===== src/rtl/mmc_pkg.sv =====
// Shared constants, codes and control types of the matrix multiply core
package mmc_pkg;

   // Sizing
   localparam int MAX_DIM     = 8;
   localparam int FRAC_BITS   = 16;
   localparam int DIM_CAP     = (MAX_DIM < 8) ? MAX_DIM : 8;
   localparam int DATA_W      = 32;
   localparam int PROD_W      = 2 * DATA_W;
   localparam int ACC_W       = PROD_W + $clog2(DIM_CAP) + 1;
   localparam int IDX_W       = 6;
   localparam int STORE_DEPTH = 1 << IDX_W;
   localparam int DIM_W       = 4;
   localparam int CSR_IDX_W   = 2;

   // Element operation codes
   localparam logic OP_LEFT  = 1'b0;
   localparam logic OP_RIGHT = 1'b1;

   // Register indexes
   localparam logic [CSR_IDX_W-1:0] CSR_INNER_DIM = 2'd0;
   localparam logic [CSR_IDX_W-1:0] CSR_ROWS_OUT  = 2'd1;
   localparam logic [CSR_IDX_W-1:0] CSR_COLS_OUT  = 2'd2;

   // Reset value of every dimension register
   localparam logic [DIM_W-1:0] DIM_RESET = 4'd4;

   // Sequencer commands to the multiply-accumulate unit
   typedef struct packed {
      logic clear;
      logic mul_en;
      logic acc_en;
   } mac_ctrl_type;

endpackage


===== src/rtl/mmc_store.sv =====
// Left and right matrix stores with one write port and registered reads
module mmc_store (
   input  logic                       clock,
   input  logic                       wr_en,
   input  logic                       wr_sel,
   input  logic [mmc_pkg::IDX_W-1:0]  wr_addr,
   input  logic [mmc_pkg::DATA_W-1:0] wr_data,
   input  logic                       rd_en,
   input  logic [mmc_pkg::IDX_W-1:0]  left_addr,
   input  logic [mmc_pkg::IDX_W-1:0]  right_addr,
   output logic [mmc_pkg::DATA_W-1:0] left_data,
   output logic [mmc_pkg::DATA_W-1:0] right_data
);
   import mmc_pkg::*;

   logic [DATA_W-1:0] left_mem  [STORE_DEPTH];
   logic [DATA_W-1:0] right_mem [STORE_DEPTH];
   logic [DATA_W-1:0] left_data_ff;
   logic [DATA_W-1:0] right_data_ff;

   // Write the addressed element into the selected store
   always_ff @(posedge clock) begin
      if (wr_en) begin
         if (wr_sel == OP_RIGHT) begin
            right_mem[wr_addr] <= wr_data;
         end else begin
            left_mem[wr_addr] <= wr_data;
         end
      end
   end

   // Read one operand pair
   always_ff @(posedge clock) begin
      if (rd_en) begin
         left_data_ff  <= left_mem[left_addr];
         right_data_ff <= right_mem[right_addr];
      end
   end

   assign left_data  = left_data_ff;
   assign right_data = right_data_ff;

endmodule


===== config.mk =====
export PLATFORM = sky130hd
export DESIGN_NAME = mmc_store
export DESIGN_NICKNAME = d
export VERILOG_FILES = /design/src/rtl/mmc_pkg.sv /design/src/rtl/mmc_store.sv
export SDC_FILE = /design/constraint.sdc
export NUM_CORES = 2
export LEC_CHECK = 0
export BUFFER_PORTS_ARGS = -buffer_cell sky130_fd_sc_hd__clkbuf_2
export CORE_MARGIN = 4
export CORE_UTILIZATION = 30
export DETAILED_ROUTE_END_ITERATION = 8
export GPL_ROUTABILITY_DRIVEN = 0
export GPL_TIMING_DRIVEN = 0
export PLACE_DENSITY = 0.48
export RECOVER_POWER = 50
export SYNTH_ARGS = -nofsm -noshare
export SYNTH_HDL_FRONTEND = slang
export SYNTH_SLANG_ARGS = --single-unit
export TNS_END_PERCENT = 30

===== constraint.sdc =====
create_clock -name clock -period 3.9 [get_ports clock]
set_input_delay 0.195 -clock clock [delete_from_list [all_inputs] [get_ports clock]]
set_output_delay 0.195 -clock clock [all_outputs]
set_load 0.02 [all_outputs]

==> results.md <==
- Setup WS pre-CTS: -0.956 ns
- Crit Path Class: in2reg
- Total power: ~94 mW
- Crit share post-route: 108%
- Top area cells in the synthesized netlist: edfxtp_1, mux4_2, mux2i_1
- Post-synth top cells: edfxtp_1, mux4_2, mux2i_1, nor2_1, o22ai_1
- Post-layout util: approximately 35%
- Unique cell type count in the Yosys netlist: 45
- Combinational share of power: between 5 and 6%
- Layout Cells excl Fill: roughly 15000
- Clock power share: a little over two fifths
- Leakage: approximately 57 nW
- Full die area: 538000 um^2
- Clock Tree Root: clkbuf_16
- Post-synth EDFFs: around 4200
- CP Capture Point: right_data[1]
- Gr usage total: a little under a fifth
- Async SR Flop Fraction: 0%
- Largest stage delay, worst path: ~1.4 ns
- Clk buf depth: 4
- TritonCTS Buffers: between 400 and 500
- Peak supply drop: roughly 0.00045 V
- Post-synthesis sequential area ratio: between 70 and 80%
- Sequential Area: ~120000 um^2
- Final worst slack: -0.329 ns
- Crit end category: flip-flop
- Failing checks: capacitance limit, slew limit, setup timing
- GRT Residual Overflow: 0
- Critical path required time: 4.65 ns
- First-pass GRT wire length: 690000 um
- Vias: 78500
- CORE AREA: ~520000 um^2
- Multi-input logic area: 31900 um^2
- Pre-antenna DRT Iters: 6
- Seq pwr share: a little over half
- H-tree depth: 5
- P&R area growth vs syn: 17.7%
- Max cap viols: 39
- Skew final: about 0.056 ns
- RSZ-0062 raised after global routing: no
- Routed len/inst: ~34 um
- Largest net degree at the start of global routing: approximately 130
- Die Wd: roughly 730 um
- DRT antenna net count: 0
- IO Port Bufs: roughly 110
- Clk Latency, worst-skew pair: 1.02 ns
- Maximum clock rate: 236 MHz
- Min cycle time layout: 4.23 ns
- Critical path arrival: about 5 ns
- DP Cell Count: 14100
- Final hold violation count: 0
- Synthesized area per cell: approximately 23 um^2
- Net count after synthesis: about 6900
- Top cell type by total area after synthesis: edfxtp_1
- CP Max Fanout: 10
- Std-Cell Rows: roughly 270
- Drt total wl: ~510000 um
- Synth warn: 0
- Post-Synthesis Cells: between 6000 and 7000
- Endpoints failing setup: 1
- Run status: complete, but fails checks
- Initial Util: a little under a third
- Worst Max-Slew Pin Slew: 4.17 ns
- Share of layout cells above drive strength 1: between 20% and 30%
- Slew Limit Fails: roughly 2400
- Worst path cell trace: buf_4 -> buf_2 -> buf_4 -> buf_2 -> mux4_2 -> o22ai_1 -> nor4_1 -> nor2_1 -> a21oi_1
- Post-DP HPWL: around 350000 um
- CTS tree: yes
- Clock Pin Slew Worst Setup and Hold Paths: 0.07 ns
- Fillers: roughly 48000
- Top cell type's share of synthesized area: roughly four fifths
- Synthesized cell area: roughly 160000 um^2
- CP max-delay cell: nor4_1
- FF+latch count, synth: about 4200
- Die H: between 700 and 800 um
- CTS sink cnt: about 4200
- Pint: 73.4 mW
- Final net count: approximately 7600
- PwrDens: 508 nW/um^2
- Worst slew margin: -178%
- Initial DRC count: around 11000
- Reg2Reg Depth: 5
- Sw Ratio: approximately 22%
- Top FF cell, synth: edfxtp_1
- I/O Pins: roughly 120
- Critical path startpoint category: input port
- Register-to-register setup slack: approximately 0.42 ns
- RR Endpoint: right_data[1]
- Hold Crit Class: in2reg
- Most numerous cell in the Yosys netlist: edfxtp_1
- Net switching power: roughly 21 mW
- HP Start: right_addr[5]
- Number of global-route vias before repair: between 70000 and 80000
- CP startpoint: right_addr[1]
- Initial antenna violation count: between 40 and 50
- R2R Path Start: right_mem[17][1]
- Via density: between 5 and 6
- DRC viols: 0
[critical path: cells and delay by family]
family | cells | cell delay [ns]
simple gates | 2 | 1.87
buf+inv | 4 | 1.79
compound gates | 2 | 0.76
mux | 1 | 0.32
[layout make-up]
type,instances,area share [%]
Antenna cell,20,0.0269
Inverter,9,0.0182
Clock buffer,509,5.87
Timing Repair Buffer,343,2.67
Sequential cell,4160,67.2
Multi-Input combinational cell,2284,17.2
Buffer,372,1.09
Tap cell,6968,4.69
Clock inverter,252,1.25
[placed cells by master, fill, tap and decap left out, drive strengths merged, types with 76 or more instances in the layout]
master	Yosys	routed
o21ai	76	76
clkbuf	105	733
nor2	226	226
a21oi	90	90
nand2	87	87
clkinv	0	198
edfxtp	4160	4160
mux2i	231	231
buf	267	453
mux4	998	998
o22ai	186	186
[power groups by stage]
stage                     clock, mW  combinational (mW)  sequential (mW)
after floorplan                   0                2.30             50.5
after global placement            0                5.13             50.6
after detailed placement          0                5.41             50.5
after CTS                      40.2                5.46             49.5
after global routing           42.1                5.56             49.6
final                          39.5                5.35             49.6
[state kept, by name (all words and copies together), names as in the netlist]
signal and cells:
left_mem 2048, right_mem 2048, left_data 32, right_data 32
[worst min path at each step]
| stage | endpoint | slack, ns | cells after the start |
|---|---|---|---|
| after CTS | right_mem[45][10] | 0.002 | 2 |
| after global routing | right_data[12] | 0.24 | 4 |
| after global placement | right_data[16] | 0.66 | 1 |
| after detailed placement | right_mem[35][28] | 0.48 | 1 |
| final | right_data[12] | 0.24 | 4 |
| after floorplan | left_mem[0][0] | 0.29 | 0 |
[layer usage]
metal  global-route usage [%]  share of wire [%]
met4                     6.19                4.1
met5                        0             0.0025
met1                     25.1                 40
met2                     30.1                 47
met3                     3.67                8.5
[what timing repair did]
action / CTS / global route
hold buffers: 36 / 0
setup buffers: 0 / 0
resized for setup: 0 / 1
endpoints found under the setup margin: 0 / 1
endpoints found under the hold margin: 2352 / 0
[cell families after synthesis]
| family | share of synthesized area [%] |
|---|---|
| AOI/OAI and AO/OA | 2.19 |
| buffers and inverters | 1.30 |
| DFF | 79.1 |
| muxes | 15.9 |
| and+or+nand+nor | 1.47 |
[through the flow]
| stage | area, um^2 | hold WS (ns) | TNS, ns |
|---|---|---|---|
| floorplan | 158000 | 0.294 | 0 |
| global placement | 167000 | 0.659 | -7107.93 |
| detailed placement | 173000 | 0.475 | -21.72 |
| CTS | 186000 | 0.00184 | 0 |
| global route | 186000 | 0.235 | 0 |
| finish | 186000 | 0.243 | -0.329 |
Note: power is estimated with default switching activity, not from simulation.
