$ cat config.mk
export PLATFORM = sky130hd
export DESIGN_NAME = mmc_mac
export DESIGN_NICKNAME = d
export VERILOG_FILES = /design/src/rtl/mmc_pkg.sv /design/src/rtl/mmc_mac.sv
export SDC_FILE = /design/constraint.sdc
export NUM_CORES = 2
export LEC_CHECK = 0
export BUFFER_PORTS_ARGS = -buffer_cell sky130_fd_sc_hd__buf_4
export CAP_MARGIN = 20
export CORE_ASPECT_RATIO = 0.8
export CORE_UTILIZATION = 45
export DETAILED_ROUTE_END_ITERATION = 10
export GPL_TIMING_DRIVEN = 0
export PLACE_DENSITY = 0.62
export SLEW_MARGIN = 10
export SYNTH_ARGS = -nofsm -noshare
export SYNTH_HDL_FRONTEND = slang
export SYNTH_SLANG_ARGS = --single-unit
export TNS_END_PERCENT = 5
$ cat constraint.sdc
create_clock -name clock -period 14.55 [get_ports clock]
set_input_delay 0 -clock clock [delete_from_list [all_inputs] [get_ports clock]]
set_output_delay 0 -clock clock [all_outputs]
set_load 0.01 [all_outputs]
$ cat src/rtl/mmc_pkg.sv
// Shared constants, codes and control types of the matrix multiply core
package mmc_pkg;

   // Sizing
   localparam int MAX_DIM     = 8;
   localparam int FRAC_BITS   = 16;
   localparam int DIM_CAP     = (MAX_DIM < 8) ? MAX_DIM : 8;
   localparam int DATA_W      = 32;
   localparam int PROD_W      = 2 * DATA_W;
   localparam int ACC_W       = PROD_W + $clog2(DIM_CAP) + 1;
   localparam int IDX_W       = 6;
   localparam int STORE_DEPTH = 1 << IDX_W;
   localparam int DIM_W       = 4;
   localparam int CSR_IDX_W   = 2;

   // Element operation codes
   localparam logic OP_LEFT  = 1'b0;
   localparam logic OP_RIGHT = 1'b1;

   // Register indexes
   localparam logic [CSR_IDX_W-1:0] CSR_INNER_DIM = 2'd0;
   localparam logic [CSR_IDX_W-1:0] CSR_ROWS_OUT  = 2'd1;
   localparam logic [CSR_IDX_W-1:0] CSR_COLS_OUT  = 2'd2;

   // Reset value of every dimension register
   localparam logic [DIM_W-1:0] DIM_RESET = 4'd4;

   // Sequencer commands to the multiply-accumulate unit
   typedef struct packed {
      logic clear;
      logic mul_en;
      logic acc_en;
   } mac_ctrl_type;

endpackage

$ cat src/rtl/mmc_mac.sv
// Shared multiply-accumulate unit with fixed-point shift and saturation
module mmc_mac (
   input  logic                              clock,
   input  mmc_pkg::mac_ctrl_type             ctrl,
   input  logic signed [mmc_pkg::DATA_W-1:0] operand_a,
   input  logic signed [mmc_pkg::DATA_W-1:0] operand_b,
   output logic signed [mmc_pkg::DATA_W-1:0] sat_value
);
   import mmc_pkg::*;

   logic signed [PROD_W-1:0] prod_ff;
   logic signed [ACC_W-1:0]  acc_ff;
   logic signed [ACC_W-1:0]  acc_in;
   logic signed [ACC_W-1:0]  shifted;
   logic [ACC_W-DATA_W:0]    upper;

   // Register the product before it reaches the adder
   always_ff @(posedge clock) begin
      if (ctrl.mul_en) begin
         prod_ff <= operand_a * operand_b;
      end
   end

   // Clear or accumulate at full width
   always_comb begin
      acc_in = acc_ff;
      if (ctrl.clear) begin
         acc_in = '0;
      end else if (ctrl.acc_en) begin
         acc_in = acc_ff + {{(ACC_W-PROD_W){prod_ff[PROD_W-1]}}, prod_ff};
      end
   end

   always_ff @(posedge clock) begin
      acc_ff <= acc_in;
   end

   // Floor shift, then saturate to the 32-bit range
   assign shifted = acc_ff >>> FRAC_BITS;
   assign upper   = shifted[ACC_W-1:DATA_W-1];

   always_comb begin
      if ((&upper) || !(|upper)) begin
         sat_value = shifted[DATA_W-1:0];
      end else if (acc_ff[ACC_W-1]) begin
         sat_value = {1'b1, {(DATA_W-1){1'b0}}};
      end else begin
         sat_value = {1'b0, {(DATA_W-1){1'b1}}};
      end
   end

endmodule

==> results.py <==
metrics = {
    "outcome": {
        "status": "finished, final reports clean",
    },
    "synth": {
        "synth_cell_types": 97,
        "synth_enable_flop_cells": 64,
        "yosysSeqAreaShare_pct": 7.34,
        "syn_nets": 6211,
        "syn_inst": 4809,
        "synth_ff_type": "dfxtp_1",
        "ys.warnings.count": 0,
        "async_reset_ff_share_pct": 0,
        "synth.avg_cell_area_um2": 9.31,
        "synth-seq-cells": 132,
        "synthesis.area_mm2": 0.0448,
    },
    "floorplan": {
        "num_io_pins": 100,
        "die_h_um": 284,
        "die_area_mm2": 0.101,
        "num_rows": 103,
        "core_area_mm2": 0.0986,
        "fp.dieW_um": 355,
        "initial_core_util_pct": 45.4,
    },
    "clock_tree": {
        "htree_num_levels": 4,
        "clk_path_buf_depth": 2,
        "post_cts_buffers": 0,
        "postCtsHoldBufs": 0,
        "clk_pin_slew_ns": 0.06,
        "cts_tree": "done",
        "clock_sinks": 132,
        "cts_resized": 0,
        "clock_latency_ns": 0.44,
        "cts_root_buffer": "clkbuf_16",
        "cts_buffers": 17,
    },
    "critical_path": {
        "path_class": "input pin to flip-flop",
        "crit_start": "operand_b[7]",
        "r2r_end": "acc_ff[56]",
        "cpMostUsedCell": "fa_1",
        "crit_cells": 24,
        "reg2regPathDepth": 13,
        "required_ns": 14.67,
        "cp-endpoint": "prod_ff[59]",
        "arrival_ns": 9.24,
        "path_cells": "buf_4 > clkbuf_1 > and2_1 > fa_1 > inv_1 > fa_1 > inv_1 > fa_1 > fa_1 > inv_1 > fa_1 > inv_1 > fa_1 > inv_1 > fa_1 > inv_1 > fa_1 > ha_1 > inv_1 > nor3_1 > nand2_1 > a21oi_1 > nor2_1 > o311ai_0",
        "cp-start-kind": "input pin",
        "slowest_stage": "fa_1",
        "cp-end-kind": "flip-flop",
        "r2r-start": "acc_ff[0]",
        "worstPathMaxFanout": 11,
        "critPathTopFamily": "adder cells",
        "path_buf_inv": 9,
        "max_stage_delay_ns": 1.00,
        "reg2reg_slack_ns": 10.74,
    },
    "routing": {
        "vias_per_cell": 5.53,
        "drc_errors": 0,
        "num_vias": 34700,
        "routedWlPerCell_um": 24.3,
        "wirelength_um": 152000,
        "drt_iter0_drc": 3209,
        "ant_nets": 0,
        "drtPass1Iterations": 5,
    },
    "hold_path": {
        "whs_path_depth": 2,
        "holdCritPathClass": "input pin to flip-flop",
    },
    "timing": {
        "hold_violations": 0,
        "clock_skew_ns": 0.0106,
        "setup_viol": 0,
        "rsz0062_at_grt": "false",
        "setup-tns-final_ns": 0,
        "period_minus_slack_ns": 9.13,
        "max_freq_mhz": 110,
        "maxSlewViolCount": 0,
        "max_slew_margin_pct": 15.3,
        "worst_pin_slew_ns": 1.27,
        "finalCritPeriodShare_pct": 62.7,
    },
    "global_routing": {
        "grt_start_max_net_pins": 65,
        "overflow": 0,
        "grt_pass1_vias": 36800,
        "antenna_found_initial": 22,
        "grt_pass1_wl_um": 231000,
        "track_usage_pct": 31.2,
    },
    "layout": {
        "fillers": 9486,
        "layout_common_cells": "1082 x fa_1, 998 x inv_1, 577 x nand2_1",
        "drive_gt1_share_pct": 3.78,
        "multi_input_area_mm2": 0.0368,
        "final_common_cell": "fa_1",
        "area_delta_synth_final_pct": 6.77,
        "fin_nets": 6330,
        "regArea_mm2": 0.00328,
        "finalCoreUtilization_pct": 48.5,
    },
    "placement": {
        "dp_hpwl_um": 129000,
        "gp_congestion": 1.02,
        "io_buffers": 98,
    },
    "job": {
        "cap_violations": 0,
    },
}
[stage by stage]
step	instances	setup slack (ns)	area, um2	hold WS (ns)
6_report	6269	5.42	47800	0.0283
5_1_grt	6254	4.86	47700	0.0148
4_1_cts	6252	5.52	47700	0.0225
3_5_place_dp	6220	5.08	47100	0.478
3_3_place_gp	6219	5.10	47100	0.474
2_1_floorplan	4809	7.22	44800	0.112
[final cells by class]
| class | count | area share, % |
|---|---|---|
| multi-input combinational | 3429 | 76.9 |
| inverter | 998 | 7.84 |
| sequential | 132 | 6.87 |
| tap | 1312 | 3.44 |
| buffer | 250 | 2.01 |
| timing repair buffer | 100 | 1.59 |
| clock buffer | 18 | 0.898 |
| clock inverter | 14 | 0.322 |
| antenna | 16 | 0.0838 |
[worst reg2reg max path, stage by stage, from the launching register on]
cell and delay [ns]:
dfxtp_1 0.33, ha_1 0.21, inv_1 0.08, fa_1 0.41, and2b_1 0.23, o31a_1 0.27
o21ai_2 0.12, o21ba_2 0.26, o221ai_4 0.31, a31oi_4 0.20, o41ai_1 0.69, a221oi_1 0.20
xor2_1 0.24, o22ai_1 0.12
[flip-flops by register name, summed over array words and instances, names as in the netlist]
signal and count:
acc_ff 68, prod_ff 64
[layer usage]
| layer | wire (um) | vias up | global-route usage, % |
|---|---|---|---|
| li1 | - | 14700 | - |
| met1 | 62500 | 17800 | 42.8 |
| met2 | 64600 | 1783 | 46.7 |
| met3 | 17700 | 338 | 9.04 |
| met4 | 7150 | 12 | 12.3 |
| met5 | 79 | - | 0 |
[cells by family (layout without fill, tap and decap cells)]
| logic type | count (synthesis) | in the layout | synth area share (%) |
|---|---|---|---|
| multiplexers | 42 | 42 | 0.945 |
| other | 0 | 16 | 0 |
| AO/OA/AOI/OAI | 484 | 484 | 7.28 |
| flip-flops | 132 | 132 | 7.34 |
| AND/OR/NAND/NOR | 1451 | 1451 | 16.2 |
| buffers and inverters | 1248 | 1380 | 10.5 |
| XOR/XNOR | 118 | 118 | 2.31 |
| adder cells (fa/ha/maj) | 1334 | 1334 | 55.5 |
[how the worst min path moves through the flow]
stage	from	end	slack (ns)
final	operand_a[0]	prod_ff[0]	0.03
after global routing	operand_a[0]	prod_ff[0]	0.01
after CTS	operand_a[0]	prod_ff[0]	0.02
after detailed placement	acc_ff[60]	acc_ff[60]	0.48
after global placement	acc_ff[15]	acc_ff[15]	0.47
after floorplan	ctrl[1]	prod_ff[0]	0.11
[cells in the mapped netlist, types with 3 or more instances]
library cell	count	share of area (%)
fa_1	1083	48
inv_1	998	8.4
nand2_1	577	4.8
and2_1	527	7.4
ha_1	251	7.0
clkbuf_1	232	1.9
nor2_1	155	1.3
a21oi_1	138	1.5
a21o_1	99	1.7
xnor2_1	77	1.5
o21ai_0	69	0.77
dfxtp_1	68	3.0
edfxtp_1	64	4.3
nand3_1	41	0.46
xor2_1	41	0.80
mux2i_1	40	0.89
nor3_1	32	0.36
nand4_1	26	0.36
o21bai_1	23	0.39
nand2b_1	19	0.27
o21a_1	19	0.32
a31oi_1	17	0.24
nor2b_1	17	0.24
o211ai_1	14	0.23
buf_2	12	0.13
a211oi_1	11	0.18
o21ai_1	11	0.12
or3_1	10	0.14
o22ai_1	9	0.13
a21boi_0	8	0.13
and3_1	8	0.11
nor4_1	7	0.098
o31ai_1	6	0.10
or2_2	5	0.070
a221oi_1	4	0.078
clkbuf_2	4	0.045
a211o_1	3	0.059
a311o_1	3	0.067
o21ai_2	3	0.059
o311ai_1	3	0.059
Power is left out: the tool's default activity adds up to more than one toggle a clock period on the data nets, which glitch-free logic cannot reach.
